$ cat config.mk
export PLATFORM = sky130hd
export DESIGN_NAME = message_framer_segmenter_top
export DESIGN_NICKNAME = d
export VERILOG_FILES = /design/src/hw/rtl/mfs_pkg.sv /design/src/hw/rtl/mfs_front.sv /design/src/hw/rtl/mfs_cmd_fifo.sv /design/src/hw/rtl/mfs_back.sv /design/src/hw/rtl/message_framer_segmenter_top.sv
export SDC_FILE = /design/constraint.sdc
export NUM_CORES = 1
export LEC_CHECK = 0
export ABC_AREA = 1
export BUFFER_PORTS_ARGS = -buffer_cell sky130_fd_sc_hd__buf_2
export CORE_AREA = 2 2 252 254
export DETAILED_ROUTE_END_ITERATION = 8
export DIE_AREA = 0 0 254 256
export PLACE_DENSITY = 0.58
export SYNTH_ARGS = -nofsm -noshare
export SYNTH_HDL_FRONTEND = slang
export SYNTH_SLANG_ARGS = --single-unit
$ cat constraint.sdc
create_clock -name clk -period 8 [get_ports clk]
set_input_delay 0 -clock clk [delete_from_list [all_inputs] [get_ports clk]]
set_output_delay 0 -clock clk [all_outputs]
set_load 0.05 [all_outputs]
$ cat src/hw/rtl/mfs_pkg.sv
// Shared types and constants for the message framer / segmenter.
// Used by mfs_front, mfs_cmd_fifo, mfs_back and the top level.
package mfs_pkg;

  localparam int unsigned SIZE_BITS   = 20;
  localparam int unsigned FRAME_BITS  = 16;
  localparam int unsigned WORD_BITS   = 32;
  localparam int unsigned HDR_WORDS   = 5;
  localparam int unsigned POS_BITS    = 5;

  localparam logic [FRAME_BITS-1:0] MIN_FRAME      = 16'd21;
  localparam logic [FRAME_BITS-1:0] CHUNK_HDR_ALL  = 16'd20;  // outer 8 + chunk 12
  localparam logic [FRAME_BITS:0]   CHUNK_EXTRA    = 17'd12;
  localparam logic [FRAME_BITS-1:0] RST_FRAME_SIZE = 16'd1024;

  localparam logic [POS_BITS-1:0] PLAIN_LEN = 5'd8;
  localparam logic [POS_BITS-1:0] CHUNK_LEN = 5'd20;

  // configuration register indexes
  localparam logic [1:0] REG_MAX_FRAME  = 2'd0;
  localparam logic [1:0] REG_BYTE_ORDER = 2'd1;
  localparam logic [1:0] REG_CHUNK_TYPE = 2'd2;

  localparam logic ACT_BEGIN   = 1'b0;
  localparam logic ACT_PAYLOAD = 1'b1;

  localparam logic [1:0] FAULT_NONE     = 2'd0;
  localparam logic [1:0] FAULT_NO_MSG   = 2'd1;
  localparam logic [1:0] FAULT_REOPENED = 2'd2;

  typedef enum logic [1:0] {
    HDR_NONE  = 2'd0,
    HDR_PLAIN = 2'd1,
    HDR_CHUNK = 2'd2
  } hdr_kind_t;

  // One unit of work for the back end: an optional byte, then an optional header.
  typedef struct packed {
    logic                               has_byte;
    logic [7:0]                         data;
    logic                               byte_end;
    hdr_kind_t                          hdr;
    logic                               hdr_end;   // empty message: header closes frame
    logic [1:0]                         fault;
    logic [HDR_WORDS-1:0][WORD_BITS-1:0] words;
  } cmd_t;

endpackage

$ cat src/hw/rtl/mfs_front.sv
// Front end: configuration registers, message state, item classification.
// Emits one mfs_pkg::cmd_t per accepted item. Depends on mfs_pkg.
module mfs_front (
  input  logic                           clk,
  input  logic                           rst,
  input  logic                           push,
  input  logic                           action,
  input  logic [31:0]                    msg_type,
  input  logic [mfs_pkg::SIZE_BITS-1:0]  msg_size,
  input  logic [7:0]                     payload_byte,
  input  logic                           cfg_we,
  input  logic [1:0]                     cfg_addr,
  input  logic [31:0]                    cfg_data,
  input  logic                           q_full,
  output logic                           q_push,
  output mfs_pkg::cmd_t                  q_cmd,
  output logic                           byte_order
);

  logic [mfs_pkg::FRAME_BITS-1:0] max_frame_size;
  logic [31:0]                    chunk_type_code;

  logic                           open, open_next;
  logic                           segmented, segmented_next;
  logic [31:0]                    held_type, held_type_next;
  logic [mfs_pkg::SIZE_BITS-1:0]  bytes_remaining, bytes_remaining_next;
  logic [mfs_pkg::SIZE_BITS-1:0]  chunk_number, chunk_number_next;
  logic [mfs_pkg::FRAME_BITS-1:0] chunk_bytes_left, chunk_bytes_left_next;

  logic [mfs_pkg::FRAME_BITS-1:0] frame_eff;
  logic [mfs_pkg::FRAME_BITS-1:0] cap;
  logic [mfs_pkg::FRAME_BITS:0]   cap_plus;
  logic [mfs_pkg::SIZE_BITS-1:0]  br_dec;
  logic [mfs_pkg::FRAME_BITS-1:0] cbl_dec;
  logic [mfs_pkg::SIZE_BITS-1:0]  cn_inc;
  logic [mfs_pkg::FRAME_BITS-1:0] n_next;
  mfs_pkg::cmd_t                  cmd;

  assign q_push = push && !q_full;
  assign q_cmd  = cmd;

  assign frame_eff = (max_frame_size < mfs_pkg::MIN_FRAME) ? mfs_pkg::MIN_FRAME : max_frame_size;
  assign cap       = frame_eff - mfs_pkg::CHUNK_HDR_ALL;
  assign cap_plus  = {1'b0, cap} + mfs_pkg::CHUNK_EXTRA;
  assign br_dec    = bytes_remaining - 1'b1;
  assign cbl_dec   = chunk_bytes_left - 1'b1;
  assign cn_inc    = chunk_number + 1'b1;
  assign n_next    = (br_dec < {4'b0, cap}) ? br_dec[mfs_pkg::FRAME_BITS-1:0] : cap;

  always_comb begin
    open_next             = open;
    segmented_next        = segmented;
    held_type_next        = held_type;
    bytes_remaining_next  = bytes_remaining;
    chunk_number_next     = chunk_number;
    chunk_bytes_left_next = chunk_bytes_left;
    cmd                   = '0;
    cmd.hdr               = mfs_pkg::HDR_NONE;
    if (action == mfs_pkg::ACT_BEGIN) begin
      cmd.fault             = open ? mfs_pkg::FAULT_REOPENED : mfs_pkg::FAULT_NONE;
      held_type_next        = msg_type;
      bytes_remaining_next  = msg_size;
      chunk_number_next     = '0;
      chunk_bytes_left_next = '0;
      if (msg_size > {3'b0, cap_plus}) begin
        // first chunk is always full size
        segmented_next        = 1'b1;
        open_next             = 1'b1;
        chunk_bytes_left_next = cap;
        cmd.hdr               = mfs_pkg::HDR_CHUNK;
        cmd.words[0]          = chunk_type_code;
        cmd.words[1]          = {15'b0, cap_plus};
        cmd.words[2]          = msg_type;
        cmd.words[3]          = {16'b0, cap};
        cmd.words[4]          = '0;
      end else begin
        segmented_next = 1'b0;
        open_next      = (msg_size != '0);
        cmd.hdr        = mfs_pkg::HDR_PLAIN;
        cmd.hdr_end    = (msg_size == '0);
        cmd.words[0]   = msg_type;
        cmd.words[1]   = {12'b0, msg_size};
      end
    end else if (!open) begin
      cmd.has_byte = 1'b1;
      cmd.fault    = mfs_pkg::FAULT_NO_MSG;
    end else begin
      cmd.has_byte         = 1'b1;
      cmd.data             = payload_byte;
      bytes_remaining_next = br_dec;
      if (!segmented) begin
        cmd.byte_end = (br_dec == '0);
        open_next    = (br_dec != '0);
      end else begin
        chunk_bytes_left_next = cbl_dec;
        cmd.byte_end          = (cbl_dec == '0);
        if (cbl_dec == '0) begin
          if (br_dec == '0) begin
            open_next      = 1'b0;
            segmented_next = 1'b0;
          end else begin
            chunk_number_next     = cn_inc;
            chunk_bytes_left_next = n_next;
            cmd.hdr               = mfs_pkg::HDR_CHUNK;
            cmd.words[0]          = chunk_type_code;
            cmd.words[1]          = {16'b0, n_next} + {15'b0, mfs_pkg::CHUNK_EXTRA};
            cmd.words[2]          = held_type;
            cmd.words[3]          = {16'b0, n_next};
            cmd.words[4]          = {12'b0, cn_inc};
          end
        end
      end
    end
  end

  always_ff @(posedge clk) begin
    if (rst) begin
      max_frame_size   <= mfs_pkg::RST_FRAME_SIZE;
      byte_order       <= 1'b0;
      chunk_type_code  <= '0;
      open             <= 1'b0;
      segmented        <= 1'b0;
      held_type        <= '0;
      bytes_remaining  <= '0;
      chunk_number     <= '0;
      chunk_bytes_left <= '0;
    end else begin
      if (cfg_we) begin
        unique case (cfg_addr)
          mfs_pkg::REG_MAX_FRAME:  max_frame_size  <= cfg_data[mfs_pkg::FRAME_BITS-1:0];
          mfs_pkg::REG_BYTE_ORDER: byte_order      <= cfg_data[0];
          mfs_pkg::REG_CHUNK_TYPE: chunk_type_code <= cfg_data;
          default: ;
        endcase
      end
      if (q_push) begin
        open             <= open_next;
        segmented        <= segmented_next;
        held_type        <= held_type_next;
        bytes_remaining  <= bytes_remaining_next;
        chunk_number     <= chunk_number_next;
        chunk_bytes_left <= chunk_bytes_left_next;
      end
    end
  end

endmodule

$ cat src/hw/rtl/mfs_cmd_fifo.sv
// Two-entry command queue between front and back ends.
// Depends on mfs_pkg for cmd_t.
module mfs_cmd_fifo (
  input  logic          clk,
  input  logic          rst,
  input  logic          wr_en,
  input  mfs_pkg::cmd_t wr_cmd,
  input  logic          rd_en,
  output mfs_pkg::cmd_t rd_cmd,
  output logic          full,
  output logic          empty
);

  mfs_pkg::cmd_t mem [2];
  logic          wr_ptr;
  logic          rd_ptr;
  logic [1:0]    count;

  assign full   = (count == 2'd2);
  assign empty  = (count == 2'd0);
  assign rd_cmd = mem[rd_ptr];

  always_ff @(posedge clk) begin
    if (wr_en) begin
      mem[wr_ptr] <= wr_cmd;
    end
  end

  always_ff @(posedge clk) begin
    if (rst) begin
      wr_ptr <= 1'b0;
      rd_ptr <= 1'b0;
      count  <= 2'd0;
    end else begin
      if (wr_en) begin
        wr_ptr <= ~wr_ptr;
      end
      if (rd_en) begin
        rd_ptr <= ~rd_ptr;
      end
      case ({wr_en, rd_en})
        2'b10:   count <= count + 2'd1;
        2'b01:   count <= count - 2'd1;
        default: count <= count;
      endcase
    end
  end

endmodule

$ cat src/hw/rtl/mfs_back.sv
// Back end: expands queued commands into frame bytes, one per cycle while
// the receiver keeps popping, into an output register. Depends on mfs_pkg.
module mfs_back (
  input  logic          clk,
  input  logic          rst,
  input  mfs_pkg::cmd_t cmd,
  input  logic          cmd_empty,
  output logic          cmd_pop,
  input  logic          byte_order,
  input  logic          pop,
  output logic          empty,
  output logic [7:0]    frame_byte,
  output logic          frame_end,
  output logic          last_of_run,
  output logic [1:0]    fault
);

  logic [mfs_pkg::POS_BITS-1:0] pos;
  logic [mfs_pkg::POS_BITS-1:0] hdr_len;
  logic [mfs_pkg::POS_BITS-1:0] last_pos;
  logic [mfs_pkg::POS_BITS-1:0] hpos;
  logic [1:0]                   lane;
  logic [31:0]                  word;
  logic                         out_valid;
  logic                         emit;
  logic                         is_last;
  logic [7:0]                   byte_sel;
  logic                         end_sel;

  assign empty   = !out_valid;
  assign emit    = !cmd_empty && (!out_valid || pop);
  assign is_last = (pos == last_pos);
  assign cmd_pop = emit && is_last;

  always_comb begin
    unique case (cmd.hdr)
      mfs_pkg::HDR_PLAIN: hdr_len = mfs_pkg::PLAIN_LEN;
      mfs_pkg::HDR_CHUNK: hdr_len = mfs_pkg::CHUNK_LEN;
      default:            hdr_len = '0;
    endcase
  end

  assign last_pos = hdr_len + {4'b0, cmd.has_byte} - 1'b1;
  assign hpos     = pos - {4'b0, cmd.has_byte};
  assign lane     = byte_order ? ~hpos[1:0] : hpos[1:0];

  always_comb begin
    case (hpos[4:2])
      3'd0:    word = cmd.words[0];
      3'd1:    word = cmd.words[1];
      3'd2:    word = cmd.words[2];
      3'd3:    word = cmd.words[3];
      3'd4:    word = cmd.words[4];
      default: word = '0;
    endcase
  end

  always_comb begin
    if (cmd.has_byte && pos == '0) begin
      byte_sel = cmd.data;
      end_sel  = cmd.byte_end;
    end else begin
      case (lane)
        2'd0:    byte_sel = word[7:0];
        2'd1:    byte_sel = word[15:8];
        2'd2:    byte_sel = word[23:16];
        default: byte_sel = word[31:24];
      endcase
      end_sel = cmd.hdr_end && is_last;
    end
  end

  always_ff @(posedge clk) begin
    if (emit) begin
      frame_byte  <= byte_sel;
      frame_end   <= end_sel;
      last_of_run <= is_last;
      fault       <= cmd.fault;
    end
  end

  always_ff @(posedge clk) begin
    if (rst) begin
      out_valid <= 1'b0;
      pos       <= '0;
    end else begin
      if (emit) begin
        out_valid <= 1'b1;
        pos       <= is_last ? '0 : pos + 1'b1;
      end else if (pop) begin
        out_valid <= 1'b0;
      end
    end
  end

endmodule

$ cat src/hw/rtl/message_framer_segmenter_top.sv
// Message framer / segmenter: turns begin and payload items into framed bytes.
// Instantiates mfs_front, mfs_cmd_fifo and mfs_back; uses mfs_pkg.
//
// Input side is a queue: drive an item and raise push; it is taken at a clock
// edge where full is low. action 0 begins a message (msg_type, msg_size),
// action 1 carries one payload_byte.
// Output side is a queue: while empty is low the oldest result sits on
// frame_byte/frame_end/last_of_run/fault; pop takes it.
// Config: write cfg_data to register cfg_addr (0 max_frame_size, 1 byte_order,
// 2 chunk_type_code) with cfg_we, only while the block is idle.
// The first result of an item goes from the command queue into the output
// register once older commands are out and the previous result is popped.
// Throughput: while pop keeps up, the back end puts out one byte per cycle,
// so payload items run at one per cycle; a begin emits 8 bytes (20 chunked),
// a non-final chunk's last byte 21 with the next header. The two-entry command
// queue absorbs one item while a header goes out, then full rises.
// A stalled receiver stalls the back end, fills the queue and raises full.
// Reset clears queue, output register and message state and restores
// max_frame_size 1024, little-endian order and chunk type code 0.
module message_framer_segmenter_top (
  input  logic                          clk,
  input  logic                          rst,
  input  logic                          push,
  output logic                          full,
  input  logic                          action,
  input  logic [31:0]                   msg_type,
  input  logic [mfs_pkg::SIZE_BITS-1:0] msg_size,
  input  logic [7:0]                    payload_byte,
  output logic                          empty,
  input  logic                          pop,
  output logic [7:0]                    frame_byte,
  output logic                          frame_end,
  output logic                          last_of_run,
  output logic [1:0]                    fault,
  input  logic                          cfg_we,
  input  logic [1:0]                    cfg_addr,
  input  logic [31:0]                   cfg_data
);

  logic          q_full;
  logic          q_empty;
  logic          q_push;
  logic          q_pop;
  mfs_pkg::cmd_t q_wr_cmd;
  mfs_pkg::cmd_t q_rd_cmd;
  logic          byte_order;

  assign full = q_full;

  mfs_front u_front (
    .clk          (clk),
    .rst          (rst),
    .push         (push),
    .action       (action),
    .msg_type     (msg_type),
    .msg_size     (msg_size),
    .payload_byte (payload_byte),
    .cfg_we       (cfg_we),
    .cfg_addr     (cfg_addr),
    .cfg_data     (cfg_data),
    .q_full       (q_full),
    .q_push       (q_push),
    .q_cmd        (q_wr_cmd),
    .byte_order   (byte_order)
  );

  mfs_cmd_fifo u_fifo (
    .clk    (clk),
    .rst    (rst),
    .wr_en  (q_push),
    .wr_cmd (q_wr_cmd),
    .rd_en  (q_pop),
    .rd_cmd (q_rd_cmd),
    .full   (q_full),
    .empty  (q_empty)
  );

  mfs_back u_back (
    .clk         (clk),
    .rst         (rst),
    .cmd         (q_rd_cmd),
    .cmd_empty   (q_empty),
    .cmd_pop     (q_pop),
    .byte_order  (byte_order),
    .pop         (pop),
    .empty       (empty),
    .frame_byte  (frame_byte),
    .frame_end   (frame_end),
    .last_of_run (last_of_run),
    .fault       (fault)
  );

endmodule
==> results, run 1 <==
- The run finished with clean final reports.
- The global-route usage over all layers is 21.43%.
- The horizontal die dimension is 254 µm.
- Among all stages on the critical path, the largest delay is contributed by inv_1.
- The final sum of negative setup slack is 0 ns.
- The number of different library cells used by synthesis comes to 61.
- Counting every sink on the clock net gives 432.
- The first global-routing pass estimated 106900 µm of wire.
- The pre-CTS setup slack is 2.077 ns.
- TritonCTS built the clock tree.
- The leakage power total is 10.10 nW.
- At the end of the flow the core is filled with cells to 41.12%.
- The number of antenna diodes is 0.
- The final routed wire length divided by cell count is 19.97 µm.
- The shortest clock period the worst path allows after layout is 5.966 ns.
- The post-synthesis sequential element count is 432.
- The clock latency at the later pin of the worst-skew pair is 0.61 ns.
- The synthesized area divided by synthesized cell count is 8.739 µm².
- In this run the tool buffered the top-level ports with 113 buffer cells.
- The critical setup path kind is reg2reg.
- The growth of design area from synthesis to finish is 19.05%.
- The final weighted congestion of routability-driven global placement is 0.9232.
- The worst setup path is launched from a register.
- Summing every instance area after synthesis gives 21550 µm².
- The total count of max-transition violations in the final report came to 0.
- The proportion of netlist area held by the largest area contributor is 39.29%.
- The number of I/O pins is 114.
- The number of synthesized flops with an enable pin is 282.
- The clock passes through at most 3 buffers.
- The number of nets at the end of the flow is 2805.
- Summing over every cut layer, the via total after detailed routing is 18.43k.
- The die is 256 µm tall.
- The kind of cell with the highest combined delay on the critical path is simple AND/OR/NAND/NOR gates.
- After synthesis, the cell types taking the most area are edfxtp_1 39%, dfxtp_1 14%, nand2_1 9.0%.
- The detailed placement HPWL is 49840 µm.
- The final number of hold-violating endpoints is 0.
- The maximum level of the CTS H-tree is 2.
- The async set or reset register ratio after synthesis is 0%.
- For this run, the top clock speed supported by timing is 167.6 MHz.
- In this run the remaining antenna-violating nets after routing total 0.
- In this run the tightest slew margin relative to its limit is 24.78%.
- The clock arrives with 0.02947 ns of skew.
- The clock slew at the register clock pins of the worst setup and hold paths is 0.06 ns.
- The Yosys step of the flow raised 0 warnings.
- The core outline area is 62390 µm².
- The power density over the cells is 253.2 nW/µm².
- The post-CTS resize count is 0.
- The count of endpoints failing setup in the final report is 0.
- Along the worst path, the maximum fanout reaches 36.
- The share of the Yosys chip area taken by registers is 53.23%.
- In the synthesized netlist, the cells that appear most often are 519 x nand2_1, 282 x edfxtp_1, 258 x inv_1, 242 x nor2_1, 207 x o21ai_0.
- The cell sitting at the root of the clock tree is a clkbuf_16.
- The arrival time of the worst setup path is 6.28 ns.
- The endpoint kind of the worst setup timing path is a register.
- The number of global-route vias before repair was 17.82k.
- The number of CTS-inserted buffers is 49.
- The total setup buffers inserted after CTS is 0.
- The first routing iteration left 1518 violations.
- The routed design has 70780 µm of wire.
- The largest total area in the synthesized netlist belongs to edfxtp_1.
- The most frequent cell after synthesis is nand2_1.
- The number of instances in the synthesized netlist is 2466.
- The setup slack of the critical path after layout is 2.034 ns.
- The critical path data required time is 8.32 ns.
- The overall die area is 65020 µm².
- Across the run, the number of max-cap violations was 0.
- The final global-route overflow total is 0.
- The number of fillers in the final layout is 6280.
- The initial antenna violation count is 0.
- The standard-cell row count is 92.
- The worst min-delay path category is in2reg.
- For this run, design rule violations remaining after detail routing come to 0.
- Setup repair after global routing left no endpoint under its margin.
- The number of detailed-route iterations in the first pass is 7.
- The initial utilization of the core area, before any placement, comes to 34.54%.
- Across the VDD grid, the largest voltage drop is 169.8 µV.
- Of the available clock period, the critical path in the final layout requires 74.57%.
- Dividing the detail-routed via count by the number of cells gives 5.201.
- The largest net degree at the start of global routing is 83.
- The largest single stage delay on the critical path is 0.46 ns.
- For the pin with the worst max-slew slack, the measured transition is 1.126 ns.
- In the synthesized netlist the dominant register cell turns out to be edfxtp_1.
- The fraction of final layout cells with drive strength greater than 1 is 10.67%.
- The number of buffer and inverter stages on the critical path is 7.
## cell families after synthesis
kind of cell / Yosys count / share of synthesized area (%)
AOI/OAI and AO/OA: 562 / 14.78
xor gates and xnor gates: 53 / 2.346
adders and majority gates: 47 / 2.729
other: 1 / 0.01740
muxes: 20 / 0.9289
and+or+nand+nor: 966 / 19.14
DFF: 432 / 53.23
buffers and inverters: 385 / 6.834
## cell type report
class	instances	area, µm²	area share [%]
Sequential cell	432	11470	44.72
Tap cell	846	1059	4.126
Multi-Input combinational cell	1654	8655	33.73
Clock buffer	68	1399	5.452
Clock inverter	23	193.9	0.7559
Inverter	276	1037	4.043
Timing Repair Buffer	245	1839	7.169
## report_power, final
group          internal (W)  switching [W]  total, W  leakage (nW)
Sequential          0.00258      0.0000798   0.00266          3.94
Combinational      0.000447        0.00118   0.00163          5.38
Clock               0.00126       0.000948   0.00221         0.780
Total               0.00429        0.00221   0.00650          10.1
## metal layers
layer	vias to the layer above	routed length, µm	part of all wire (%)	GRT usage [%]
met2	581	34340	49	36.28
li1	8820	-	-	-
met5	-	0	0	0
met1	8919	30640	43	28.27
met3	113	3574	5.0	2.502
met4	0	2221	3.1	7.353
## repair_timing
item / in CTS / in global routing
endpoints found under the setup margin: 0 / 0
endpoints found under the hold margin: 281 / 0
hold buffers: 113 / 0
## registers in the layout (all words and copies together) (netlist names), 2 cells and up, named ones only
register                  count
u_front.bytes_remaining      20
u_fifo.mem                  270
u_front.chunk_number         20
u_front.held_type            32
u_back.fault                  2
u_back.pos                    5
u_front.chunk_type_code      32
u_fifo.count                  2
u_back.frame_byte             8
u_front.max_frame_size       16
u_front.chunk_bytes_left     16
## path summary, 6_finish.rpt
check                                                             start                            to  slack [ns]  cells after the start
worst max-delay path            u_front.max_frame_size[10]$_SDFFE_PP1P_   u_fifo.mem[1][41]$_DFFE_PP_        2.03                     34
worst min-delay path                                             action  u_fifo.mem[0][174]$_DFFE_PP_        0.12                      2
worst max register to register  u_front.max_frame_size[10]$_SDFFE_PP1P_   u_fifo.mem[1][41]$_DFFE_PP_        2.03                     34
worst min register to register             u_fifo.count[1]$_SDFFE_PP0P_  u_fifo.count[1]$_SDFFE_PP0P_        0.48                      1
## placed cells by master (no fill, tap or decap), drive strengths merged, types with 4 or more instances in the layout
cell type    netlist  layout
nand2            531     531
edfxtp           282     282
inv              274     277
nor2             256     256
o21ai            232     232
a21oi            187     187
dfxtp            150     150
buf               26     132
dlygate4sd3        0     113
nand3             70      70
clkbuf            83      68
ha                47      47
xor2              43      43
o22ai             40      40
nor4              36      36
nand4             31      31
nor3              30      30
mux2i             20      20
clkinv             2      18
a31oi             17      17
a221oi            17      17
o211ai            11      11
xnor2             10      10
o221ai             9       9
a22oi              9       9
a211oi             8       8
o311ai             8       8
a31o               8       8
conb               1       6
or2                4       4
o31ai              4       4
## worst register-to-register path: cells and delay by family (launching register included)
kind                       cells  cell delay, ns
DFF                            1            0.36
AOI/OAI and AO/OA              3            0.53
adders and majority gates      2            0.51
xor gates and xnor gates       2            0.53
and+or+nand+nor               20            2.51
buffers and inverters          7            1.26
## per-stage QoR
stage          hold WS (ns)  cells  area, µm²  power [W]
2_1_floorplan       0.09887   2471      21570   0.003716
3_3_place_gp         0.2274   3340      22930   0.004251
3_5_place_dp         0.2293   3340      22930   0.004264
4_1_cts             0.09609   3544      25660   0.006526
5_1_grt              0.1308   3544      25660   0.006786
6_report             0.1160   3544      25660   0.006497
No activity file was read; power rests on OpenSTA's default activity.
==> run 2: changes to the inputs <==
--- a/config.mk
+++ b/config.mk
@@ -5,12 +5,12 @@
 export SDC_FILE = /design/constraint.sdc
 export NUM_CORES = 1
 export LEC_CHECK = 0
-export ABC_AREA = 1
+export ABC_AREA = 0
 export BUFFER_PORTS_ARGS = -buffer_cell sky130_fd_sc_hd__buf_2
-export CORE_AREA = 2 2 252 254
+export CORE_AREA = 2 2 254 256
 export DETAILED_ROUTE_END_ITERATION = 8
-export DIE_AREA = 0 0 254 256
-export PLACE_DENSITY = 0.58
+export DIE_AREA = 0 0 256 258
+export PLACE_DENSITY = 0.6
 export SYNTH_ARGS = -nofsm -noshare
 export SYNTH_HDL_FRONTEND = slang
 export SYNTH_SLANG_ARGS = --single-unit
==> constraint.sdc (replaced) <==
create_clock -name clk -period 5.2 [get_ports clk]
set_input_delay 0 -clock clk [delete_from_list [all_inputs] [get_ports clk]]
set_output_delay 0 -clock clk [all_outputs]
set_load 0.05 [all_outputs]
==> run 2 against run 1 <==
  * Maximum frequency increased by 19%
  * Cell count is 5.1% lower
  * Synthesized cell count shrank 12%
  * Count of clock-buffer cells in the layout shrank 6
  * Utilization rose by 1.8 points
  * Die area up 1.6%
  * Largest cell class unchanged
  * Critical path type unchanged
  * Register-to-register slack worse by 1.8 ns
  * Sequential share of layout area down 2.7 points
  * Non-clock buffer count up 138
  * First-iteration DRC count is 12% higher
  * Synthesized area up 1.7%
  * Clock skew about the same
==> results, run 2 <==
- The register ranked first by flip-flop count is u_fifo.mem.
- Setup repair after global routing could not meet its margin everywhere.
- The number of nets at the end of the flow is 2618 (-6.7%).
- The number of synthesized flops with an enable pin is 282 (unchanged).
- The number of max-cap violations is 0 (unchanged).
- The flow ran to the end, and the final reports show no timing, DRC or antenna violations.
- The sum of routed wire length over all layers is 75250 µm (+6.3%).
- The DRC marker count from the first detailed-route iteration came to 1696 (+12%).
- The actual transition at the worst max-transition pin is 0.9735 ns (-0.1521 ns).
- The via count is 18.38k (-0.29%).
- The pre-CTS setup slack was -0.1833 ns (-2.260 ns).
- The die boundary height is 258 µm (+0.78%).
- The final number of hold-violating endpoints is 0 (unchanged).
- The wire length on met1 was 30900 µm (+0.85%).
- The proportion of netlist area held by the largest area contributor is 38.64% (-0.65 points).
- The initial antenna violation count is 0 (unchanged).
- The arrival time of the worst setup path is 5.38 ns (-0.90 ns).
- The overall die area came to 66050 µm² (+1.6%).
- The clock latency at the later pin of the worst-skew pair is 0.60 ns (about the same).
- The global-route usage over all layers is 22.00% (+0.57 points).
- The worst min-delay path category is in2reg.
- The worst setup path is captured at a register.
- The power consumption came to 0.01070 W (+65%).
- The kind of cell with the highest combined delay along the critical path is simple AND/OR/NAND/NOR gates.
- The period utilization is 96.36% (+22 points).
- The tightest slew margin relative to the limit is 35.10% (+10 points).
- After synthesis, the most frequently instantiated cells are 338 x nand2_1, 282 x edfxtp_1, 226 x a21oi_1, 169 x nor2_1, 150 x dfxtp_1.
- The largest net degree at the start of global routing is 110 (+33%).
- The power density over the cells is 391.5 nW/µm² (+55%).
- The final global-route overflow total was 0 (unchanged).
- The total placed instance area is 24400 µm² (+6.4%).
- The number of I/O pins is 114 (unchanged).
- The post-synthesis sequential element count was 432 (unchanged).
- The shortest clock period the worst path allows after layout is 5.011 ns (-0.9545 ns).
- The initial core utilization is 34.43% (-0.11 points).
- The total standard cell area after synthesis is 21910 µm² (+1.7%).
- The clock slew at the register clock pins of the worst setup and hold paths came to 0.06 ns (about the same).
- The number of buffer and inverter stages on the critical path is 4 (-3).
- The critical path is of the reg2reg type.
- After detailed routing, no signal wire sits above met4.
- The number of global-route vias before repair is 17.85k (+0.14%).
- The growth of design area from synthesis to finish is 24.76%.
- The async set or reset register ratio after synthesis was 0% (unchanged).
- The cell sitting at the root of the clock tree is a clkbuf_16.
- STA classifies the critical path startpoint as a register.
- The final routed wire length divided by cell count was 22.36 µm (+12%).
- The number of CTS-inserted buffers is 47 (-4.1%).
- In the layout the commonest cells are 334 x nand2_1, 282 x edfxtp_1, 221 x a21oi_1.
- The synthesized area divided by synthesized cell count is 10.10 µm² (+16%).
- The detailed placement HPWL is 52810 µm (+6.0%).
- The first-pass GRT wire length is 110700 µm (+3.6%).
- The most frequent cell after synthesis is nand2_1.
- The sequential share of the synthesized area came to 52.35% (-0.88 points).
- The highest ir drop seen on vdd is 243.7 µV (+43%).
- The maximum frequency from static timing analysis was 199.6 MHz (+19%).
- The critical path data required time came to 5.57 ns (-2.75 ns).
- The count of endpoints failing setup in the final report was 0 (unchanged).
- The most used flip-flop cell after synthesis is edfxtp_1.
- The number of instances in the synthesized netlist is 2170 (-12%).
- The maximum fanout encountered on the critical timing path is 6 (-83%).
- The maximum clock path buffer count came to 3 (unchanged).
- The leakage power total is 9.966 nW (-1.3%).
- The largest registers in the layout are u_fifo.mem x270, u_front.chunk_type_code x32, u_front.held_type x32.
- The core outline area is 63650 µm² (+2.0%).
- The number of flip-flops in the largest register is 270 (unchanged).
- The number of port buffers is 113 (unchanged).
- The clock skew after layout is 0.02902 ns (-0.0004496 ns).
- The maximum level of the CTS H-tree is 2 (unchanged).
- The count of cell types in the netlist is 93 (+52%).
- The amount of wire on met3 after detailed routing came to 5086 µm (+42%).
- The horizontal die dimension was 256 µm (+0.79%).
- The final weighted congestion of routability-driven global placement is 0.9590 (+3.9%).
- edfxtp_1 takes more of the synthesized area than any other cell.
- The number of antenna diodes is 0 (unchanged).
- The worst-path cell with the longest stage delay is or4b_4.
- The total count of max-transition violations in the final report is 0 (unchanged).
- Ranked by total cell area, the synthesized netlist is headed by edfxtp_1 39%, dfxtp_1 14%, nand2_1 5.8%.
- The setup slack of the critical path after layout is 0.1890 ns (-1.845 ns).
- TritonCTS built the clock tree.
- The number of clock sinks was 432 (unchanged).
- The number of fillers in the final layout is 6037 (-3.9%).
- The remaining number of nets flagged by the antenna check after routing is 0 (unchanged).
- The number of detailed-route iterations in the first pass is 5 (-2).
- The leading cell type in the layout, fill and taps excluded is nand2_1.
- The final routed DRC violation total is 0 (unchanged).
- The detailed-route vias per instance is 5.462 (+5.0%).
- The standard-cell row count came to 93 (+1.1%).
- The fraction of final layout cells with drive strength greater than 1 came to 18.01% (+7.3 points).
- The number of warnings issued by yosys was 0 (unchanged).
- The met2 layer wire length in the routed design is 36810 µm (+7.2%).
- The post-route cell area was 27340 µm² (+6.6%).
- The delay of the slowest critical-path stage is 0.61 ns (+0.15 ns).
-- run 2: where the power goes --
part,internal [W],total [W],switching (W)
registers,0.00397,0.00411,0.000135
logic,0.00114,0.00313,0.00199
clock network,0.00203,0.00347,0.00144
-- run 2: path summary, 6_finish.rpt --
check                                             end  cells after the start                                      from  slack (ns)
max                       u_fifo.mem[0][42]$_DFFE_PP_                     25   u_front.max_frame_size[12]$_SDFFE_PP0P_        0.19
min          u_front.chunk_type_code[10]$_SDFFE_PP0P_                      2                                       rst        0.04
max reg2reg               u_fifo.mem[0][42]$_DFFE_PP_                     25   u_front.max_frame_size[12]$_SDFFE_PP0P_        0.19
min reg2reg  u_front.chunk_type_code[25]$_SDFFE_PP0P_                      2  u_front.chunk_type_code[25]$_SDFFE_PP0P_        0.46
-- run 2: repair_timing --
| item | 4_1_cts | 5_1_grt |
|---|---|---|
| buffers inserted | 4 | 3 |
| hold buffers | 104 | 0 |
| pin swaps | 2 | 18 |
| endpoints found under the setup margin | 200 | 217 |
| resized for setup | 11 | 38 |
| cloned | 0 | 3 |
| endpoints found under the hold margin | 275 | 0 |
-- run 2: per-layer routing --
metal	global-route usage, %	vias to the layer above
met3	4.486	129
met4	7.407	0
met2	37.84	653
li1	-	8562
met1	27.59	9035
met5	0	-
-- run 2: logic make-up (layout without fill, tap and decap cells) --
group | Yosys count | in the layout | share of synthesized area (%)
simple gates | 727 | 727 | 15.46
fa+ha+maj | 47 | 47 | 2.684
xor+xnor | 99 | 99 | 3.957
flops | 432 | 432 | 52.35
mux | 97 | 97 | 4.773
compound gates | 574 | 574 | 17.11
other cells | 1 | 6 | 0.01711
buf+inv | 193 | 528 | 3.649
-- run 2: through the flow --
stage	TNS, ns	hold WS (ns)	instances	util [%]
CTS	0	0.03152	3359	42.58
global route	-0.4864	0.05135	3365	42.95
global placement	-4.756	0.2428	3163	38.33
detailed placement	-15.61	0.2486	3163	38.33
finish	0	0.04260	3365	42.95
floorplan	-2.239	0.09887	2175	-
-- run 2: cell type report --
| type | count | area [µm²] | share of cell area [%] |
|---|---|---|---|
| flip-flops and latches | 432 | 11480 | 41.98 |
| repair buffers | 383 | 3047 | 11.14 |
| well taps | 855 | 1070 | 3.913 |
| inverters | 57 | 216.5 | 0.7918 |
| clock buffers | 62 | 1264 | 4.622 |
| clock inverters | 26 | 335.3 | 1.227 |
| multi-input cells | 1550 | 9931 | 36.32 |
